--- src/rtl/core/alvi_pkg.sv ---
package alvi_pkg;

   localparam int unsigned RegWidth   = 31;
   localparam int unsigned WordWidth  = 32;
   localparam int unsigned DiffWidth  = 33;
   localparam int unsigned LimWidth   = 47;
   localparam int unsigned SumWidth   = 67;
   localparam int unsigned RootWidth  = 34;
   localparam int unsigned ScaleBits  = 28;
   localparam int unsigned FactWidth  = 29;
   localparam int unsigned FracBits   = 16;
   localparam int unsigned NumCells   = 34;
   localparam int unsigned QuoBits    = 29;
   localparam int unsigned NumRegs    = 2;
   localparam int unsigned IdxWidth   = 1;

   localparam logic [IdxWidth-1:0] RegTimeStep  = 1'd0;
   localparam logic [IdxWidth-1:0] RegRestSpeed = 1'd1;

   localparam logic [RegWidth-1:0] TimeStepReset  = 31'd1092;
   localparam logic [RegWidth-1:0] RestSpeedReset = 31'd7;

   typedef struct packed {
      logic signed [WordWidth-1:0] vel_x;
      logic signed [WordWidth-1:0] vel_y;
      logic signed [WordWidth-1:0] vel_z;
      logic signed [WordWidth-1:0] want_x;
      logic signed [WordWidth-1:0] want_y;
      logic signed [WordWidth-1:0] want_z;
      logic signed [WordWidth-1:0] pos_x;
      logic signed [WordWidth-1:0] pos_y;
      logic signed [WordWidth-1:0] pos_z;
      logic [RegWidth-1:0]         max_accel;
   } req_type;

   typedef struct packed {
      logic signed [WordWidth-1:0] new_vel_x;
      logic signed [WordWidth-1:0] new_vel_y;
      logic signed [WordWidth-1:0] new_vel_z;
      logic signed [WordWidth-1:0] new_pos_x;
      logic signed [WordWidth-1:0] new_pos_y;
      logic signed [WordWidth-1:0] new_pos_z;
      logic                        was_limited;
      logic                        at_rest;
   } rsp_type;

   // Item travelling down the cell chain
   typedef struct packed {
      logic signed [WordWidth-1:0] vel_x;
      logic signed [WordWidth-1:0] vel_y;
      logic signed [WordWidth-1:0] vel_z;
      logic signed [WordWidth-1:0] pos_x;
      logic signed [WordWidth-1:0] pos_y;
      logic signed [WordWidth-1:0] pos_z;
      logic signed [DiffWidth-1:0] d_x;
      logic signed [DiffWidth-1:0] d_y;
      logic signed [DiffWidth-1:0] d_z;
      logic [SumWidth-1:0]         sum;   // S, then remainder of the root
      logic [RootWidth-1:0]        root;
      logic [LimWidth-1:0]         lim;
      logic                        limited;
   } item_type;

   typedef struct packed {
      logic                 valid;
      logic                 stall;
   } ctl_type;

   function automatic logic [WordWidth-1:0] sat32(input logic signed [WordWidth+1:0] v);
      logic [WordWidth-1:0] r;
      r = v[WordWidth-1:0];
      if (v > $signed({3'b000, {(WordWidth-1){1'b1}}}))
         r = {1'b0, {(WordWidth-1){1'b1}}};
      else if (v < -$signed({3'b001, {(WordWidth-1){1'b0}}}))
         r = {1'b1, {(WordWidth-1){1'b0}}};
      return r;
   endfunction

endpackage

--- src/rtl/core/alvi_div_cell.sv ---
// One restoring division step of the scale factor; partial remainder rides along.
module alvi_div_cell (
   input  logic                          clock,
   input  logic                          reset,
   input  alvi_pkg::ctl_type             ctl,
   input  logic [5:0]                    bit_pos,
   input  logic                          in_valid,
   input  alvi_pkg::item_type            in_item,
   input  logic [alvi_pkg::RootWidth:0]  in_rem,
   input  logic [alvi_pkg::FactWidth-1:0] in_quo,
   output logic                          out_valid,
   output alvi_pkg::item_type            out_item,
   output logic [alvi_pkg::RootWidth:0]  out_rem,
   output logic [alvi_pkg::FactWidth-1:0] out_quo
);
   import alvi_pkg::*;

   logic                 valid_ff;
   item_type             item_ff;
   logic [RootWidth:0]   rem_ff, rem_in;
   logic [FactWidth-1:0] quo_ff, quo_in;
   logic [RootWidth+1:0] shifted;
   logic                 num_bit;

   always_comb begin
      // numerator is M * 2^28: only bit 28 (M's lowest bit) can be set here
      num_bit = (bit_pos == 6'(ScaleBits)) ? in_item.lim[0] : 1'b0;
      shifted = {in_rem, num_bit};
      rem_in  = in_rem[RootWidth:0] << 1 | {{RootWidth{1'b0}}, num_bit};
      quo_in  = in_quo << 1;
      if (shifted >= {2'b00, in_item.root}) begin
         rem_in = (RootWidth+1)'(shifted - {2'b00, in_item.root});
         quo_in = in_quo << 1 | FactWidth'(1);
      end
   end

   always_ff @(posedge clock) begin
      if (reset) begin
         valid_ff <= 1'b0;
      end else if (!ctl.stall) begin
         valid_ff <= in_valid;
      end
      if (!ctl.stall) begin
         item_ff <= in_item;
         rem_ff  <= rem_in;
         quo_ff  <= quo_in;
      end
   end

   assign out_valid = valid_ff;
   assign out_item  = item_ff;
   assign out_rem   = rem_ff;
   assign out_quo   = quo_ff;
endmodule

--- config.mk ---
export PLATFORM = sky130hd
export DESIGN_NAME = alvi_div_cell
export DESIGN_NICKNAME = d
export VERILOG_FILES = /design/src/rtl/core/alvi_pkg.sv /design/src/rtl/core/alvi_div_cell.sv
export SDC_FILE = /design/constraint.sdc
export NUM_CORES = 1
export LEC_CHECK = 0
export ABC_CLOCK_PERIOD_IN_PS = 12850
export BUFFER_PORTS_ARGS = -buffer_cell sky130_fd_sc_hd__buf_4
export CAP_MARGIN = 20
export CELL_PAD_IN_SITES_DETAIL_PLACEMENT = 0
export CELL_PAD_IN_SITES_GLOBAL_PLACEMENT = 1
export CORE_AREA = 2 2 397 399
export DETAILED_ROUTE_END_ITERATION = 12
export DIE_AREA = 0 0 399 401
export PLACE_DENSITY = 0.33
export SLEW_MARGIN = 20
export SYNTH_ARGS = -nofsm -noshare
export SYNTH_HDL_FRONTEND = slang
export SYNTH_SLANG_ARGS = --single-unit
export TNS_END_PERCENT = 100
--- constraint.sdc ---
create_clock -name clock -period 12.85 [get_ports clock]
set_input_delay 1.9275 -clock clock [delete_from_list [all_inputs] [get_ports clock]]
set_output_delay 1.9275 -clock clock [all_outputs]
set_load 0.01 [all_outputs]
==> Word-level counts from Yosys, hierarchy flattened <==
Cells that the tools add are included.
{ "classes": {"n_addsub": 1, "bitwise": 1, "n_eq_ne": 1, "n_lt_le_gt_ge": 1, "n_mux": 3} }
{ "op_table": {"columns": ["operator", "n"], "rows": [
  ["36-bit by 34-bit >= comparator with 1-bit output", 1],
  ["35-bit 2-to-1 mux", 1],
  ["35-bit by 1-bit OR with 35-bit output", 1],
  ["35-bit by 34-bit subtractor with 35-bit output", 1],
  ["6-bit by 5-bit == test with 1-bit output, second input constant", 1],
  ["1-bit 2-to-1 mux", 2]
]} }
{ "word_totals": {"elab_cells": 23, "ff_bits": 505} }

==> Logic depth before layout (Yosys ltp) <==
{ "logic_depth": {"ltp_word": 4, "ltp_mapped": 16, "depth_no_buf": 14} }

==> Worst setup path before layout <==
Ideal clock, no wire load.
{ "synth_timing": {"path_type": "input-to-reg", "from": "in ctl[0] (netlist name)", "to": "reg item_ff (netlist bit out_item[0]) (enable)", "arrival_ps": 11621, "slack_ps": 381, "stages": 1, "setup_ps": 848, "path_buffers": 0, "cell_sequence": "inv_1"} }
{ "synth_lines": {"columns": ["element", "line_no", "rtl"], "rows": [
  ["start, declared", "alvi_div_cell.sv:5", "input alvi_pkg::ctl_type ctl,"],
  ["end signal, assigned", "alvi_div_cell.sv:44", "item_ff <= in_item;"],
  ["end, declared", "alvi_div_cell.sv:19", "item_type item_ff;"]
]} }
No word-level cell between the ends.

==> Worst setup path after layout <==
{ "layout_timing": {"from": "in bit_pos[5]", "to": "reg rem_ff[26], in the netlist out_rem[26], data pin"} }
{ "layout_between": {"elab_chain_cells": 4, "elab_cells_between_ends": 5} }
{ "layout_lines": {"columns": ["element", "line_no", "rtl"], "rows": [
  ["start, declared", "alvi_div_cell.sv:6", "input logic [5:0] bit_pos,"],
  ["6-bit by 5-bit == test with 1-bit output *", "alvi_div_cell.sv:27", "num_bit = (bit_pos == 6'(ScaleBits)) ? in_item.lim[0] : 1'b0;"],
  ["1-bit 2-to-1 mux *", "alvi_div_cell.sv:27", null],
  ["35-bit by 34-bit subtractor with 35-bit output / 36-bit by 34-bit >= comparator with 1-bit output (equally long branches)", "alvi_div_cell.sv:32, alvi_div_cell.sv:31", null],
  ["35-bit 2-to-1 mux *", "alvi_div_cell.sv:31", "if (shifted >= {2'b00, in_item.root}) begin"],
  ["named net rem_in[26]", "alvi_div_cell.sv:20", "logic [RootWidth:0] rem_ff, rem_in;"],
  ["end signal, assigned", "alvi_div_cell.sv:45", "rem_ff <= rem_in;"],
  ["end, declared", "alvi_div_cell.sv:20", null]
]} }
Mark *: on every way through the listed nets, which the timed path passes. The rest lies on a longest branch.
A chain may end at the register's enable or synchronous reset.

==> run metrics <==
total I/O pin count=1,020; post-detailed-routing wire length=95,800 um; buffers inserted by post-CTS timing repair=0; root buffer cell=sky130_fd_sc_hd__clkbuf_16; Nets=2,515; ratio of final minimum period to clock period=42.6%; most repeated cell in the gate-level netlist after synthesis=sky130_fd_sc_hd__edfxtp_1; Power Total=4.64 mW; critical path start-end classification=in -> reg; number of failing hold endpoints at the final stage=0; DRC Markers=0; CTS tree=built; number of warnings printed during yosys synthesis=0; number of instances in the synthesized netlist=882; final instance area=30,100 um2; per-instance average area after synthesis=19.9 um2; reg-to-reg startpoint=out_valid; drt initial violations=649; number of iterations in the first detailed-routing pass=4; number of rows in the core area=145; level count of the clock H-tree=3; number of max-cap violations=0; die outline width=399 um; total number of vias=12,600; ratio of cells with drive above 1 in the final layout=56.3%; number of port buffers=1,017; TNS Setup=0 ns; Cell Area, Synth=17,600 um2; initial core utilization=11.3%; maximum VDD drop=0.0804 mV; total of flip-flops plus latches after synthesis=505; Core Footprint=156,000 um2; number of synthesized flops with an enable pin=504; total cell area at the placement stage=27,800 um2; TritonCTS Buffers=70; final setup violating endpoints=0; Syn Nets=1,432; PostCTS Resize Cnt=0; Antenna Violating Nets Remaining=0; RSZ-0062 raised after global routing=no; top cell type by total area after synthesis=sky130_fd_sc_hd__edfxtp_1; share of synthesized area occupied by flip-flops and latches=86.2%; static leakage power=12.2 nW; number of filler instances in the final layout=17,000; combined area of the multi-input logic cells=2190 um2; power density over the cells=154 nW/um2; Chip Height=401 um; Longest Clk Path Bufs=3; clock period minus worst slack=5.48 ns; top cells by area, synth=sky130_fd_sc_hd__edfxtp_1 86%, sky130_fd_sc_hd__ha_1 2.4%, sky130_fd_sc_hd__nand2_1 1.4%; hold buffer count at CTS=0; required time reported for the critical path endpoint=13.24 ns; routed wirelength normalized by instance count=23.5 um; count of distinct cell types in the synthesized netlist=57; wire length of the first global-routing pass=122,000 um; area added between synthesis and finish=71.0%; Core Util, Final=19.3%; Synth async-reset ratio=0%; die area=160,000 um2; Worst Max-Slew Pin Slew=1.20 ns; type of the worst min-delay path=reg -> reg; number of max-slew violations in the final report=0; detailed placement HPWL=78,000 um; vias per cell=3.09; GRT Overall Usage=11.4%; number of global-route vias before repair=13,200; Worst-Skew Late Latency=0.63 ns; maximum number of pins on one net before global-route repair=160; WP data arrival=5.87 ns; antenna violations before repair=38; Startpoint Class=input port; kind of capture point of the worst setup path=flip-flop; area share of the leading cell type in the synthesized netlist=86.1%; normalized max-slew margin=19.9%; total congestion overflow=0; largest driver fanout on the critical path=39; result of the run=finished, final reports clean; Clock transition at path regs=0.06 ns; Achievable Freq=0.182 GHz; most used standard cells in the synthesized netlist=504 x sky130_fd_sc_hd__edfxtp_1, 64 x sky130_fd_sc_hd__nand2_1, 41 x sky130_fd_sc_hd__inv_1; start point of the critical path=bit_pos[5]; routability-driven placement congestion ratio=0.772; Synth Flop Type=sky130_fd_sc_hd__edfxtp_1; area taken by flip-flops and latches=15,200 um2; sinks on the clock net=505; final worst clock skew=0 ns; beginning of the worst hold path=out_valid
==> stage by stage <==
step | setup slack (ns) | instances | hold slack, ns
finish | 7.37 | 4079 | 0.507
global route | 7.10 | 4075 | 0.573
CTS | 7.28 | 4072 | 0.513
detailed placement | 6.55 | 3951 | 0.500
global placement | 6.52 | 3951 | 0.493
floorplan | 0.381 | 882 | 0.535
==> metal layers <==
layer / wire length (um) / GRT usage (%)
met5: 254 / 0
met4: 2290 / 3.44
met3: 9190 / 5.03
met2: 51700 / 21.3
met1: 32400 / 11.2
==> critical path, stage by stage <==
cell,delay [ns]
sky130_fd_sc_hd__buf_4,0.12
sky130_fd_sc_hd__and4b_1,0.23
sky130_fd_sc_hd__nand3_1,0.17
sky130_fd_sc_hd__ha_1,0.30
sky130_fd_sc_hd__fa_1,0.42
sky130_fd_sc_hd__nor2b_1,0.14
sky130_fd_sc_hd__o21ai_1,0.09
sky130_fd_sc_hd__a21oi_1,0.50
sky130_fd_sc_hd__nor3_2,0.11
sky130_fd_sc_hd__and3b_1,0.51
sky130_fd_sc_hd__a211oi_2,0.08
sky130_fd_sc_hd__o21a_2,0.46
sky130_fd_sc_hd__buf_4,0.36
sky130_fd_sc_hd__a2111o_1,0.32
sky130_fd_sc_hd__o221a_2,0.12
==> area by class of cell <==
cell class | count | area share (%)
clock buffers | 88 | 6.15
well taps | 2058 | 8.56
repair buffers | 1023 | 25.6
multi-input cells | 323 | 7.29
inverters | 42 | 0.557
clock inverters | 33 | 1.41
diodes | 7 | 0.0582
flip-flops and latches | 505 | 50.4
==> kinds of logic (layout without fill, tap and decap cells) <==
group	after synthesis	after routing	synth area share (%)
xor+xnor	31	31	1.54
buf+inv	54	1186	1.35
fa+ha+maj	35	35	2.53
simple gates	122	122	3.28
other cells	0	7	0
mux	3	3	0.199
compound gates	132	132	4.91
flops	505	505	86.2
==> power breakdown <==
group	internal, mW	switching [mW]
Sequential	1.98	0.0445
Clock	1.15	0.819
Combinational	0.310	0.334
==> worst paths after layout <==
check	depth (start not counted)	to	slack, ns
worst min register to register	2	out_valid	0.51
worst max-delay path	15	out_rem[26]	7.37
worst min-delay path	2	out_valid	0.51
worst max register to register	2	out_valid	12.26
==> placed cells by master (no fill, tap or decap), types with 4 or more instances in the layout <==
cell type and n:
sky130_fd_sc_hd__nor2b_1 4, sky130_fd_sc_hd__clkinv_1 8, sky130_fd_sc_hd__clkbuf_1 16, sky130_fd_sc_hd__ha_1 34
sky130_fd_sc_hd__bufinv_16 6, sky130_fd_sc_hd__and3_1 7, sky130_fd_sc_hd__inv_1 40, sky130_fd_sc_hd__diode_2 7
sky130_fd_sc_hd__xor2_1 14, sky130_fd_sc_hd__edfxtp_1 504, sky130_fd_sc_hd__a31oi_1 5, sky130_fd_sc_hd__clkbuf_16 71
sky130_fd_sc_hd__nand3_1 6, sky130_fd_sc_hd__clkinv_2 9, sky130_fd_sc_hd__a21o_1 21, sky130_fd_sc_hd__o21ai_0 30
sky130_fd_sc_hd__nand2_1 64, sky130_fd_sc_hd__buf_4 1022, sky130_fd_sc_hd__xnor2_1 17, sky130_fd_sc_hd__o21ai_1 13
sky130_fd_sc_hd__nor2_1 16, sky130_fd_sc_hd__o21bai_1 6, sky130_fd_sc_hd__a21oi_1 29, sky130_fd_sc_hd__o211ai_1 4
sky130_fd_sc_hd__nand2b_1 5
==> state kept, by name, indices dropped and copies added, names as in the netlist <==
| signal | count |
|---|---|
| out_item | 440 |
| out_valid | 1 |
| out_quo | 29 |
| out_rem | 35 |
Power figures use the tool's default switching activity.
