`src/rtl/core/alvi_pkg.sv`:
```
package alvi_pkg;

   localparam int unsigned RegWidth   = 31;
   localparam int unsigned WordWidth  = 32;
   localparam int unsigned DiffWidth  = 33;
   localparam int unsigned LimWidth   = 47;
   localparam int unsigned SumWidth   = 67;
   localparam int unsigned RootWidth  = 34;
   localparam int unsigned ScaleBits  = 28;
   localparam int unsigned FactWidth  = 29;
   localparam int unsigned FracBits   = 16;
   localparam int unsigned NumCells   = 34;
   localparam int unsigned QuoBits    = 29;
   localparam int unsigned NumRegs    = 2;
   localparam int unsigned IdxWidth   = 1;

   localparam logic [IdxWidth-1:0] RegTimeStep  = 1'd0;
   localparam logic [IdxWidth-1:0] RegRestSpeed = 1'd1;

   localparam logic [RegWidth-1:0] TimeStepReset  = 31'd1092;
   localparam logic [RegWidth-1:0] RestSpeedReset = 31'd7;

   typedef struct packed {
      logic signed [WordWidth-1:0] vel_x;
      logic signed [WordWidth-1:0] vel_y;
      logic signed [WordWidth-1:0] vel_z;
      logic signed [WordWidth-1:0] want_x;
      logic signed [WordWidth-1:0] want_y;
      logic signed [WordWidth-1:0] want_z;
      logic signed [WordWidth-1:0] pos_x;
      logic signed [WordWidth-1:0] pos_y;
      logic signed [WordWidth-1:0] pos_z;
      logic [RegWidth-1:0]         max_accel;
   } req_type;

   typedef struct packed {
      logic signed [WordWidth-1:0] new_vel_x;
      logic signed [WordWidth-1:0] new_vel_y;
      logic signed [WordWidth-1:0] new_vel_z;
      logic signed [WordWidth-1:0] new_pos_x;
      logic signed [WordWidth-1:0] new_pos_y;
      logic signed [WordWidth-1:0] new_pos_z;
      logic                        was_limited;
      logic                        at_rest;
   } rsp_type;

   // Item travelling down the cell chain
   typedef struct packed {
      logic signed [WordWidth-1:0] vel_x;
      logic signed [WordWidth-1:0] vel_y;
      logic signed [WordWidth-1:0] vel_z;
      logic signed [WordWidth-1:0] pos_x;
      logic signed [WordWidth-1:0] pos_y;
      logic signed [WordWidth-1:0] pos_z;
      logic signed [DiffWidth-1:0] d_x;
      logic signed [DiffWidth-1:0] d_y;
      logic signed [DiffWidth-1:0] d_z;
      logic [SumWidth-1:0]         sum;   // S, then remainder of the root
      logic [RootWidth-1:0]        root;
      logic [LimWidth-1:0]         lim;
      logic                        limited;
   } item_type;

   typedef struct packed {
      logic                 valid;
      logic                 stall;
   } ctl_type;

   function automatic logic [WordWidth-1:0] sat32(input logic signed [WordWidth+1:0] v);
      logic [WordWidth-1:0] r;
      r = v[WordWidth-1:0];
      if (v > $signed({3'b000, {(WordWidth-1){1'b1}}}))
         r = {1'b0, {(WordWidth-1){1'b1}}};
      else if (v < -$signed({3'b001, {(WordWidth-1){1'b0}}}))
         r = {1'b1, {(WordWidth-1){1'b0}}};
      return r;
   endfunction

endpackage

```
`src/rtl/core/alvi_root_cell.sv`:
```
// One restoring square-root step; the item moves one cell per cycle while the chain is not stalled.
module alvi_root_cell (
   input  logic                 clock,
   input  logic                 reset,
   input  alvi_pkg::ctl_type    ctl,
   input  logic [5:0]           bit_pos,
   input  logic                 in_valid,
   input  alvi_pkg::item_type   in_item,
   output logic                 out_valid,
   output alvi_pkg::item_type   out_item
);
   import alvi_pkg::*;

   logic               valid_ff;
   item_type           item_ff, item_in;
   logic [SumWidth:0]  trial;
   logic [SumWidth:0]  rem;

   always_comb begin
      item_in = in_item;
      // trial = (2*root + 2^b) * 2^b
      trial = ({1'b0, {(SumWidth-RootWidth){1'b0}}, in_item.root} << (bit_pos + 6'd1))
            | ({{SumWidth{1'b0}}, 1'b1} << {bit_pos, 1'b0});
      rem = {1'b0, in_item.sum};
      if (trial <= rem) begin
         item_in.sum  = SumWidth'(rem - trial);
         item_in.root = in_item.root | (RootWidth'(1) << bit_pos);
      end
   end

   always_ff @(posedge clock) begin
      if (reset) begin
         valid_ff <= 1'b0;
      end else if (!ctl.stall) begin
         valid_ff <= in_valid;
      end
      if (!ctl.stall) begin
         item_ff <= item_in;
      end
   end

   assign out_valid = valid_ff;
   assign out_item  = item_ff;
endmodule

```
`config.mk`:
```
export PLATFORM = sky130hd
export DESIGN_NAME = alvi_root_cell
export DESIGN_NICKNAME = d
export VERILOG_FILES = /design/src/rtl/core/alvi_pkg.sv /design/src/rtl/core/alvi_root_cell.sv
export SDC_FILE = /design/constraint.sdc
export NUM_CORES = 1
export LEC_CHECK = 0
export ABC_AREA = 1
export ABC_CLOCK_PERIOD_IN_PS = 13200
export BUFFER_PORTS_ARGS = -buffer_cell sky130_fd_sc_hd__buf_2
export CAP_MARGIN = 20
export CORE_AREA = 2 2 344 346
export DETAILED_ROUTE_END_ITERATION = 8
export DIE_AREA = 0 0 346 348
export MAX_ROUTING_LAYER = met4
export PLACE_DENSITY = 0.43
export SYNTH_ARGS = -nofsm -noshare
export SYNTH_HDL_FRONTEND = slang
export SYNTH_SLANG_ARGS = --single-unit
```
`constraint.sdc`:
```
create_clock -name clock -period 13.2 [get_ports clock]
set_input_delay 1.32 -clock clock [delete_from_list [all_inputs] [get_ports clock]]
set_output_delay 1.32 -clock clock [all_outputs]
set_load 0.005 [all_outputs]
```
Word-level counts from Yosys, hierarchy flattened --
Index checks and enable logic that the tools add are counted. W data, S select, Z words.
Cells by class: muxes and demuxes 1, shift operators 3, order comparisons 1, add/sub/neg operators 2, bitwise gates (word level) 2
Operator list (number):
- $mux W101 | 1
- $le A68 B67 Y1 | 1
- $or A68 B68 Y68 | 1
- $shl A1 B7 Y68 const A | 1
- $shl A34 B6 Y68 | 1
- $sub A67 B67 Y67 | 1
- $or A34 B34 Y34 | 1
- $shl A1 B6 Y34 const A | 1
- $add A6 B1 Y6 const B | 1
Storage, ports and cells: register bits after elaboration 441, input bits 451, word-level logic and storage cells 23, output and inout bits 441

Depth between registers and ports, before layout --
Gate-level depths: netlist (run 1).
depth after elaboration 5, mapped depth 35, depth with buffers taken out 30

Worst setup path after synthesis (run 1) --
Ideal clock, no wire load.
kind input to register, start input ctl[0] in the netlist's numbering, end register item_ff (netlist bit out_item[0]), enable pin, library setup time 786 ps, required time 12414 ps, slack 2616 ps, stages 1, buffers on the path 0, arrival 9798 ps, path through inv_1
RTL lines:
- start: declaration | RTL line alvi_root_cell.sv:5 | input alvi_pkg::ctl_type ctl,
- end signal: assignment | RTL line alvi_root_cell.sv:38 | item_ff <= item_in;
- end: declaration | RTL line alvi_root_cell.sv:15 | item_type item_ff, item_in;
No word-level cell between the ends.

==> summary.md, run 1 <==
| Metric | Value |
|---|---|
| Row count | `126` |
| Flops & latches, synth | `roughly 440` |
| Required @ worst endpoint | `13.57 ns` |
| WP data arrival | `9.31 ns` |
| First-pass GRT wire length | `roughly 190000 um` |
| Clk_lat worst skew | `0.62 ns` |
| Num CTS Buffers | `57` |
| Max stage delay on crit path | `approximately 0.86 ns` |
| Setup repair bufs after CTS | `0` |
| Fraction of layout cells with a size suffix above 1 | `0.292` |
| Relative slew slack | `0.246` |
| Core box area | `between 100000 and 150000 um^2` |
| Register area share after synthesis | `0.554` |
| Top cells by area, synth | `edfxtp_1 (55%), nand2_1 (8.7%), ha_1 (7.3%)` |
| Worst Setup EP | `out_item[121]$_DFFE_PN_` |
| RSZ-0062 raised after global routing | `no` |
| Detailed Route Iter0 Violations | `roughly 1.8k` |
| Cell Area, Synth | `23900 um^2` |
| Die Ht | `between 300 and 400 um` |
| Initial Utilization | `0.204` |
| Fin crit share | `0.678` |
| Maxcap violations | `0` |
| Hpwl dp | `120000 um` |
| Die Span X | `between 300 and 400 um` |
| Clk buf depth | `3` |
| Final wirelength | `roughly 140000 um` |
| Fmax | `0.112 GHz` |
| Num ports | `892` |
| CTS tree | `done` |
| Hold_buf cts | `0` |
| DRT Pass-1 Iters | `6` |
| VDD IR max | `0.000101 V` |
| Final antenna-violating net count | `0` |
| GRT Total Usage | `0.233` |
| Critical path's slowest cell | `nor3_1` |
| CP endpoint kind | `flop` |
| Crit Path Class | `input pin to flop` |
| Antenna violations before repair | `95` |
| CP Max Fanout | `70` |
| H-tree levels | `2` |
| FF-to-FF End | `out_valid$_SDFFE_PP0N_` |
| Final hold viol count | `0` |
| Remaining DRCs | `0` |
| Worst Setup Start Kind | `input pin` |
| CP startpoint | `bit_pos[0]` |
| Post-synth EDFFs | `440` |
| Outcome | `finished clean` |
| R2R depth | `2` |
| Drt wl/cell | `28.0 um` |
| Tmin final | `approximately 8.9 ns` |
| TritonCTS Sinks | `about 440` |
| Die area | `120000 um^2` |
| Power Total | `4580 uW` |
| Post-Route Setup TNS | `0 ns` |
| Leakage | `about 0.014 uW` |
| YS warnings | `0` |
| Mapped Cells | `about 2.5k` |
| Area growth syn-to-layout | `33.9%` |
| Reg2Reg Setup Slack | `12.62 ns` |
| Pwr dens | `143 nW/um^2` |
| Max Clock Skew | `0 ns` |
| Fin util | `0.274` |
| Async S/R FF share, synth | `0` |
| Root Driver | `clkbuf_16` |
| Grt total ovfl | `0` |
| RR Startpoint | `out_valid$_SDFFE_PP0N_` |
| Post-synthesis cell type count | `between 40 and 50` |
| IO buf count | `890` |
| PostCTS Resize Cnt | `0` |
| Vias in the first global route | `roughly 21k` |
| Clk pin slew, worst setup/hold paths | `0.06 ns` |
| Avg Inst Size Synth | `9.46 um^2` |
| # setup viols final | `0` |
| Mapped Nets | `3116` |
| Vias per Instance | `4.37` |
| Largest net degree at the start of global routing | `160` |
| Worst slew pin tran | `1.12 ns` |
| RD Place Congestion | `0.948` |
| Ys flop type | `edfxtp_1` |
| Slew Limit Fails | `0` |
| Final Net Count | `between 4k and 5k` |
| Worst min path class | `flop to flop` |
| Synth top area share | `0.553` |
| Vias | `22.1k` |
| Cell taking the most area after synthesis | `edfxtp_1` |
-- metrics by stage --
stage          instance area [um^2]  instances  hold slack, ns  worst slack [ns]
6_report                      32000       5056           0.464              4.26
5_1_grt                       32000       5036           0.484              3.49
4_1_cts                       31900       4999           0.460              4.14
3_5_place_dp                  30000       4892           0.451              3.47
3_3_place_gp                  30000       4892           0.447              3.57
2_1_floorplan                 23900       2525           0.454              2.62
-- kinds of logic (layout without fill, tap and decap cells) --
family	Yosys count	after routing	synth area share
AND/OR/NAND/NOR	1003	1003	0.171
flip-flops	441	441	0.554
buffers and inverters	441	1379	0.0743
AO/OA/AOI/OAI	422	422	0.0976
adder cells (fa/ha/maj)	140	140	0.0736
XOR/XNOR	63	63	0.0237
multiplexers	15	15	0.00628
other	0	57	0
-- cell type report --
cell class                 instances  area (um^2)
fill                           12900        85000
sequential                       441        13200
multi-input combinational       1643         8910
timing repair buffer             906         4590
tap                             1536         1920
clock buffer                      68         1500
inverter                         366         1380
clock inverter                    39          333
antenna                           57          143
-- worst max-delay path, delay by kind of cell --
kind | cells | cell delay [ns]
simple gates | 14 | 3.76
buf+inv | 10 | 2.46
fa+ha+maj | 2 | 0.74
compound gates | 2 | 0.58
mux | 1 | 0.31
-- placed cells by master, fill, tap and decap left out, drive strengths merged, types with 5 or more instances in the layout --
master  count
nor3       38
o211ai      8
a31oi      27
a21oi     143
mux2i      15
nand3     150
buf       906
inv       365
clkinv     32
nand4       5
clkbuf     68
edfxtp    440
o21ai     172
o22ai      17
nand2     555
nor2      236
xor2       43
o21a       15
a21o        7
diode      57
ha        139
xnor2      20
nor4       10
o21bai     21
-- worst min path at each step --
| stage | startpoint | endpoint | slack [ns] | cells past startpoint |
|---|---|---|---|---|
| after floorplan | out_valid$_SDFFE_PP0N_ | out_valid$_SDFFE_PP0N_ | 0.45 | 2 |
| after global routing | out_valid$_SDFFE_PP0N_ | out_valid$_SDFFE_PP0N_ | 0.48 | 2 |
| after detailed placement | out_valid$_SDFFE_PP0N_ | out_valid$_SDFFE_PP0N_ | 0.45 | 2 |
| after CTS | out_valid$_SDFFE_PP0N_ | out_valid$_SDFFE_PP0N_ | 0.46 | 2 |
| after global placement | out_valid$_SDFFE_PP0N_ | out_valid$_SDFFE_PP0N_ | 0.45 | 2 |
| final | out_valid$_SDFFE_PP0N_ | out_valid$_SDFFE_PP0N_ | 0.46 | 2 |
-- sequential cells by signal, summed over array words and instances (netlist names) --
name,cells
out_item,440
out_valid,1
-- per-layer routing --
metal	track usage	vias up	share of wire
met3	0.0972	136	0.10
met5	-	-	0
met2	0.370	886	0.46
met1	0.277	10700	0.41
met4	0.0430	0	0.020
li1	-	10400	-
-- Yosys cell counts (2+ instances only) --
cell / count
xor2_2: 2
edfxtp_1: 440
a21oi_1: 143
clkbuf_1: 26
xnor2_1: 20
nor4_1: 10
buf_2: 13
nand3_1: 147
nor2_1: 235
or2_2: 3
nand3_2: 3
o21bai_1: 21
nand2_1: 555
ha_1: 139
a221oi_1: 2
o21ai_0: 158
nand3b_1: 2
a31oi_1: 27
and2_1: 2
xor2_1: 41
buf_1: 17
o211ai_1: 8
a21o_1: 7
a21boi_0: 4
buf_4: 11
clkinv_1: 2
o221ai_1: 2
inv_2: 5
o21ai_1: 14
nor3_1: 38
o21a_1: 15
nand4_1: 5
mux2i_1: 15
inv_1: 358
o22ai_1: 17
buf_6: 8
-- where the power goes --
group	switching [uW]	internal, uW	total [uW]
registers	50.0	1720	1770
logic	861	393	1250
clock network	664	889	1550
total	1580	3010	4580
(Power assumes the default switching activity.)
==> run 2, diff against run 1 <==
Settings changed: ABC_AREA 1 to 0, ABC_CLOCK_PERIOD_IN_PS 13200 to 8790, CORE_AREA 2 2 344 346 to 2 2 348 350, DIE_AREA 0 0 346 348 to 0 0 350 352, PLACE_DENSITY 0.43 to 0.42.
Clock period 13.2 ns to 8.79 ns, I/O delays scaled along.
==> summary.md, run 2 <==
| Metric | Value |
|---|---|
| Drt wl/cell | `30.5 um (+9.0%)` |
| Vias per Instance | `4.35 (-0.42%)` |
| Register area share after synthesis | `0.574 (+0.0206)` |
| Synth top area share | `0.573 (+0.0206)` |
| Post-synth EDFFs | `440 (unchanged)` |
| Cell taking the most area after synthesis | `edfxtp_1` |
| Sw Pwr | `2310 uW (+47%)` |
| Multiplexer share of the synthesized area | `0.0548 (+0.0485)` |
| Required @ worst endpoint | `9.24 ns (-4.33 ns)` |
| Sw Ratio | `0.330 (-0.0142)` |
| Fraction of layout cells with a size suffix above 1 | `0.376 (+0.0840)` |
| Flops & latches, synth | `441 (unchanged)` |
| Mapped Cells | `1940 (-23%)` |
| Area growth syn-to-layout | `37.0%` |
| Worst min path class | `input pin to flop` |
| Slew Limit Fails | `0 (unchanged)` |
| Largest net degree at the start of global routing | `156 (-2.5%)` |
| Leakage | `0.0137 uW (-5.3%)` |
| Post-Synth XOR/XNOR Area | `0.0243 (+0.000558)` |
| Compound-Gate Fraction of Synth Area | `0.139 (+0.0415)` |
| Root Driver | `clkbuf_16` |
| CTS tree | `done` |
| Commonest non-fill, non-tap cell in the layout | `buf_2` |
| RSZ-0062 raised after global routing | `no` |
| Maxcap violations | `0 (unchanged)` |
| Final hold viol count | `0 (unchanged)` |
| Final wirelength | `138000 um (-2.4%)` |
| H-tree levels | `2 (unchanged)` |
| CP Max Fanout | `22 (-69%)` |
| Logic gate share of total power | `0.270 (-0.004)` |
| GRT Total Usage | `0.221 (-0.0115)` |
| DRT Pass-1 Iters | `5 (-1)` |
| Pwr dens | `222 nW/um^2 (+55%)` |
| # setup viols final | `0 (unchanged)` |
| Synth Area in Adders | `0.0764 (+0.00274)` |
| VDD IR max | `0.000150 V (+48%)` |
| Crit Path Class | `input pin to flop` |
| PostCTS Resize Cnt | `0 (unchanged)` |
| Final Net Count | `3434 (-14%)` |
| Vias | `19.7k (-11%)` |
| Power Internal | `4710 uW (+57%)` |
| Remaining DRCs | `0 (unchanged)` |
| Simple-Gate Fraction of Synth Area | `0.0873 (-0.0834)` |
| Die Ht | `352 um (+1.1%)` |
| Final antenna-violating net count | `0 (unchanged)` |
| Worst Setup Start Kind | `input pin` |
| Die area | `123000 um^2 (+2.3%)` |
| Largest register FFs | `440 (unchanged)` |
| Worst slew pin tran | `1.01 ns (-0.113 ns)` |
| First-pass GRT wire length | `177000 um (-4.6%)` |
| Num ports | `892 (unchanged)` |
| Clk_lat worst skew | `0.66 ns (+0.04 ns)` |
| Outcome | `finished clean` |
| Post-Route Setup TNS | `0 ns (unchanged)` |
| CP endpoint kind | `flop` |
| Ys flop type | `edfxtp_1` |
| Grt total ovfl | `0 (unchanged)` |
| Core box area | `119000 um^2 (+2.0%)` |
| Hpwl dp | `117000 um (-2.8%)` |
| IO buf count | `890 (unchanged)` |
| Detailed Route Iter0 Violations | `1643 (-9.5%)` |
| Row count | `127 (+0.79%)` |
| Top cells by instance count after synthesis | `edfxtp_1 (440), nand2_1 (195), inv_1 (156)` |
| Max Clock Skew | `0 ns (unchanged)` |
| WP data arrival | `7.39 ns (-1.92 ns)` |
| Clk pin slew, worst setup/hold paths | `0.05 ns (about the same)` |
| Clock power frac | `0.346 (+0.007)` |
| Largest family of logic cells by synthesized area | `compound AO/OA/AOI/OAI gates` |
| RD Place Congestion | `0.923 (-2.7%)` |
| Post-synthesis cell type count | `77 (+67%)` |
| Die Span X | `350 um (+1.2%)` |
| Avg Inst Size Synth | `11.9 um^2 (+25%)` |
| Initial Utilization | `0.193 (-0.0112)` |
| Most frequent cells in the layout | `buf_2 (890), edfxtp_1 (440), nand2_1 (195)` |
| Num CTS Buffers | `58 (+1.8%)` |
| YS warnings | `0 (unchanged)` |
| Reg power frac | `0.384 (-0.003)` |
| Tmin final | `6.94 ns` |
| Vias in the first global route | `19.2k (-11%)` |
| TritonCTS Sinks | `441 (unchanged)` |
| Most numerous cell in the Yosys netlist | `edfxtp_1` |
| Cell Area, Synth | `23000 um^2 (-3.6%)` |
| Antenna violations before repair | `73 (-23%)` |
| Relative slew slack | `0.324 (+0.0788)` |
| Async S/R FF share, synth | `0 (unchanged)` |
| Setup repair bufs after CTS | `0 (unchanged)` |
| Fmax | `0.144 GHz` |
| Hold_buf cts | `0 (unchanged)` |
| Power Total | `7020 uW (+53%)` |
| Top cells by area, synth | `edfxtp_1 (57%), ha_1 (7.5%), nand2_1 (3.2%)` |
| Mapped Nets | `2531 (-19%)` |
| Fin crit share | `0.790` |
| Clk buf depth | `3 (unchanged)` |
==> run 2: changes by cell type in the layout (fill, tap and decap cells not counted), sizes merged, moves of 33 or more <==
cell	delta
a21o	+49
buf	+34
mux2i	+47
nand2	-360
o21ai	-33
inv	-208
nor2	-147
nand3	-111
==> run 2: critical path: stages <==
cell       delay (ns)
buf_2            0.35
inv_2            0.07
ha_2             0.69
mux2_2           0.41
o21ai_0          0.25
a21oi_1          0.20
o21ai_0          0.69
o21ai_0          0.23
a21boi_0         0.47
inv_1            0.09
ha_1             0.42
and4_4           0.28
a2111oi_4        0.34
nand2_1          0.09
o41a_1           0.46
a221o_1          0.34
a31oi_4          0.28
inv_2            0.09
or4_1            0.53
o211ai_1         0.19
==> run 2: kinds of logic after synthesis <==
| logic type | Yosys count |
|---|---|
| buffers and inverters | 255 |
| AO/OA/AOI/OAI | 503 |
| flip-flops | 441 |
| multiplexers | 97 |
| AND/OR/NAND/NOR | 441 |
| adder cells (fa/ha/maj) | 140 |
| XOR/XNOR | 63 |
==> run 2: worst paths after layout <==
| path | startpoint | endpoint | slack, ns | depth (start not counted) |
|---|---|---|---|---|
| setup reg to reg | out_valid$_SDFFE_PP0N_ | out_valid$_SDFFE_PP0N_ | 8.19 | 2 |
| setup / recovery | bit_pos[0] | out_item[145]$_DFFE_PN_ | 1.85 | 20 |
| hold reg to reg | out_valid$_SDFFE_PP0N_ | out_valid$_SDFFE_PP0N_ | 0.51 | 2 |
| hold / removal | reset | out_valid$_SDFFE_PP0N_ | 0.37 | 2 |
==> run 2: area by class of cell <==
class / instances / area (um^2)
tap: 1612 / 2020
clock buffer: 70 / 1500
multi-input combinational: 1244 / 8840
sequential: 441 / 13200
timing repair buffer: 940 / 4900
fill: 12800 / 87800
inverter: 158 / 597
clock inverter: 36 / 405
antenna: 29 / 72.6
==> run 2: layer usage <==
layer,GRT usage,routed length [um]
met1,0.235,50700
met2,0.362,66100
met3,0.122,18800
met4,0.0422,2660
met5,-,0
==> run 2: power groups by stage <==
stage | sequential, uW | combinational, uW | clock (uW)
4_1_cts | 2700 | 1930 | 2520
6_report | 2700 | 1900 | 2430
5_1_grt | 2720 | 2060 | 2580
3_5_place_dp | 2740 | 1920 | 0
3_3_place_gp | 2740 | 1920 | 0
2_1_floorplan | 2750 | 918 | 0
==> run 2: stage by stage <==
stage                     cell area (um^2)  instances  setup WS, ns   util  hold WS, ns
after floorplan                      23000       1940          1.01      -        0.488
after global placement               29600       4395          1.25  0.248        0.486
after detailed placement             29600       4395          1.21  0.248        0.516
after CTS                            31500       4501          1.91  0.264        0.297
after global routing                 31500       4519          1.52  0.264        0.323
final                                31600       4530          1.85  0.265        0.369
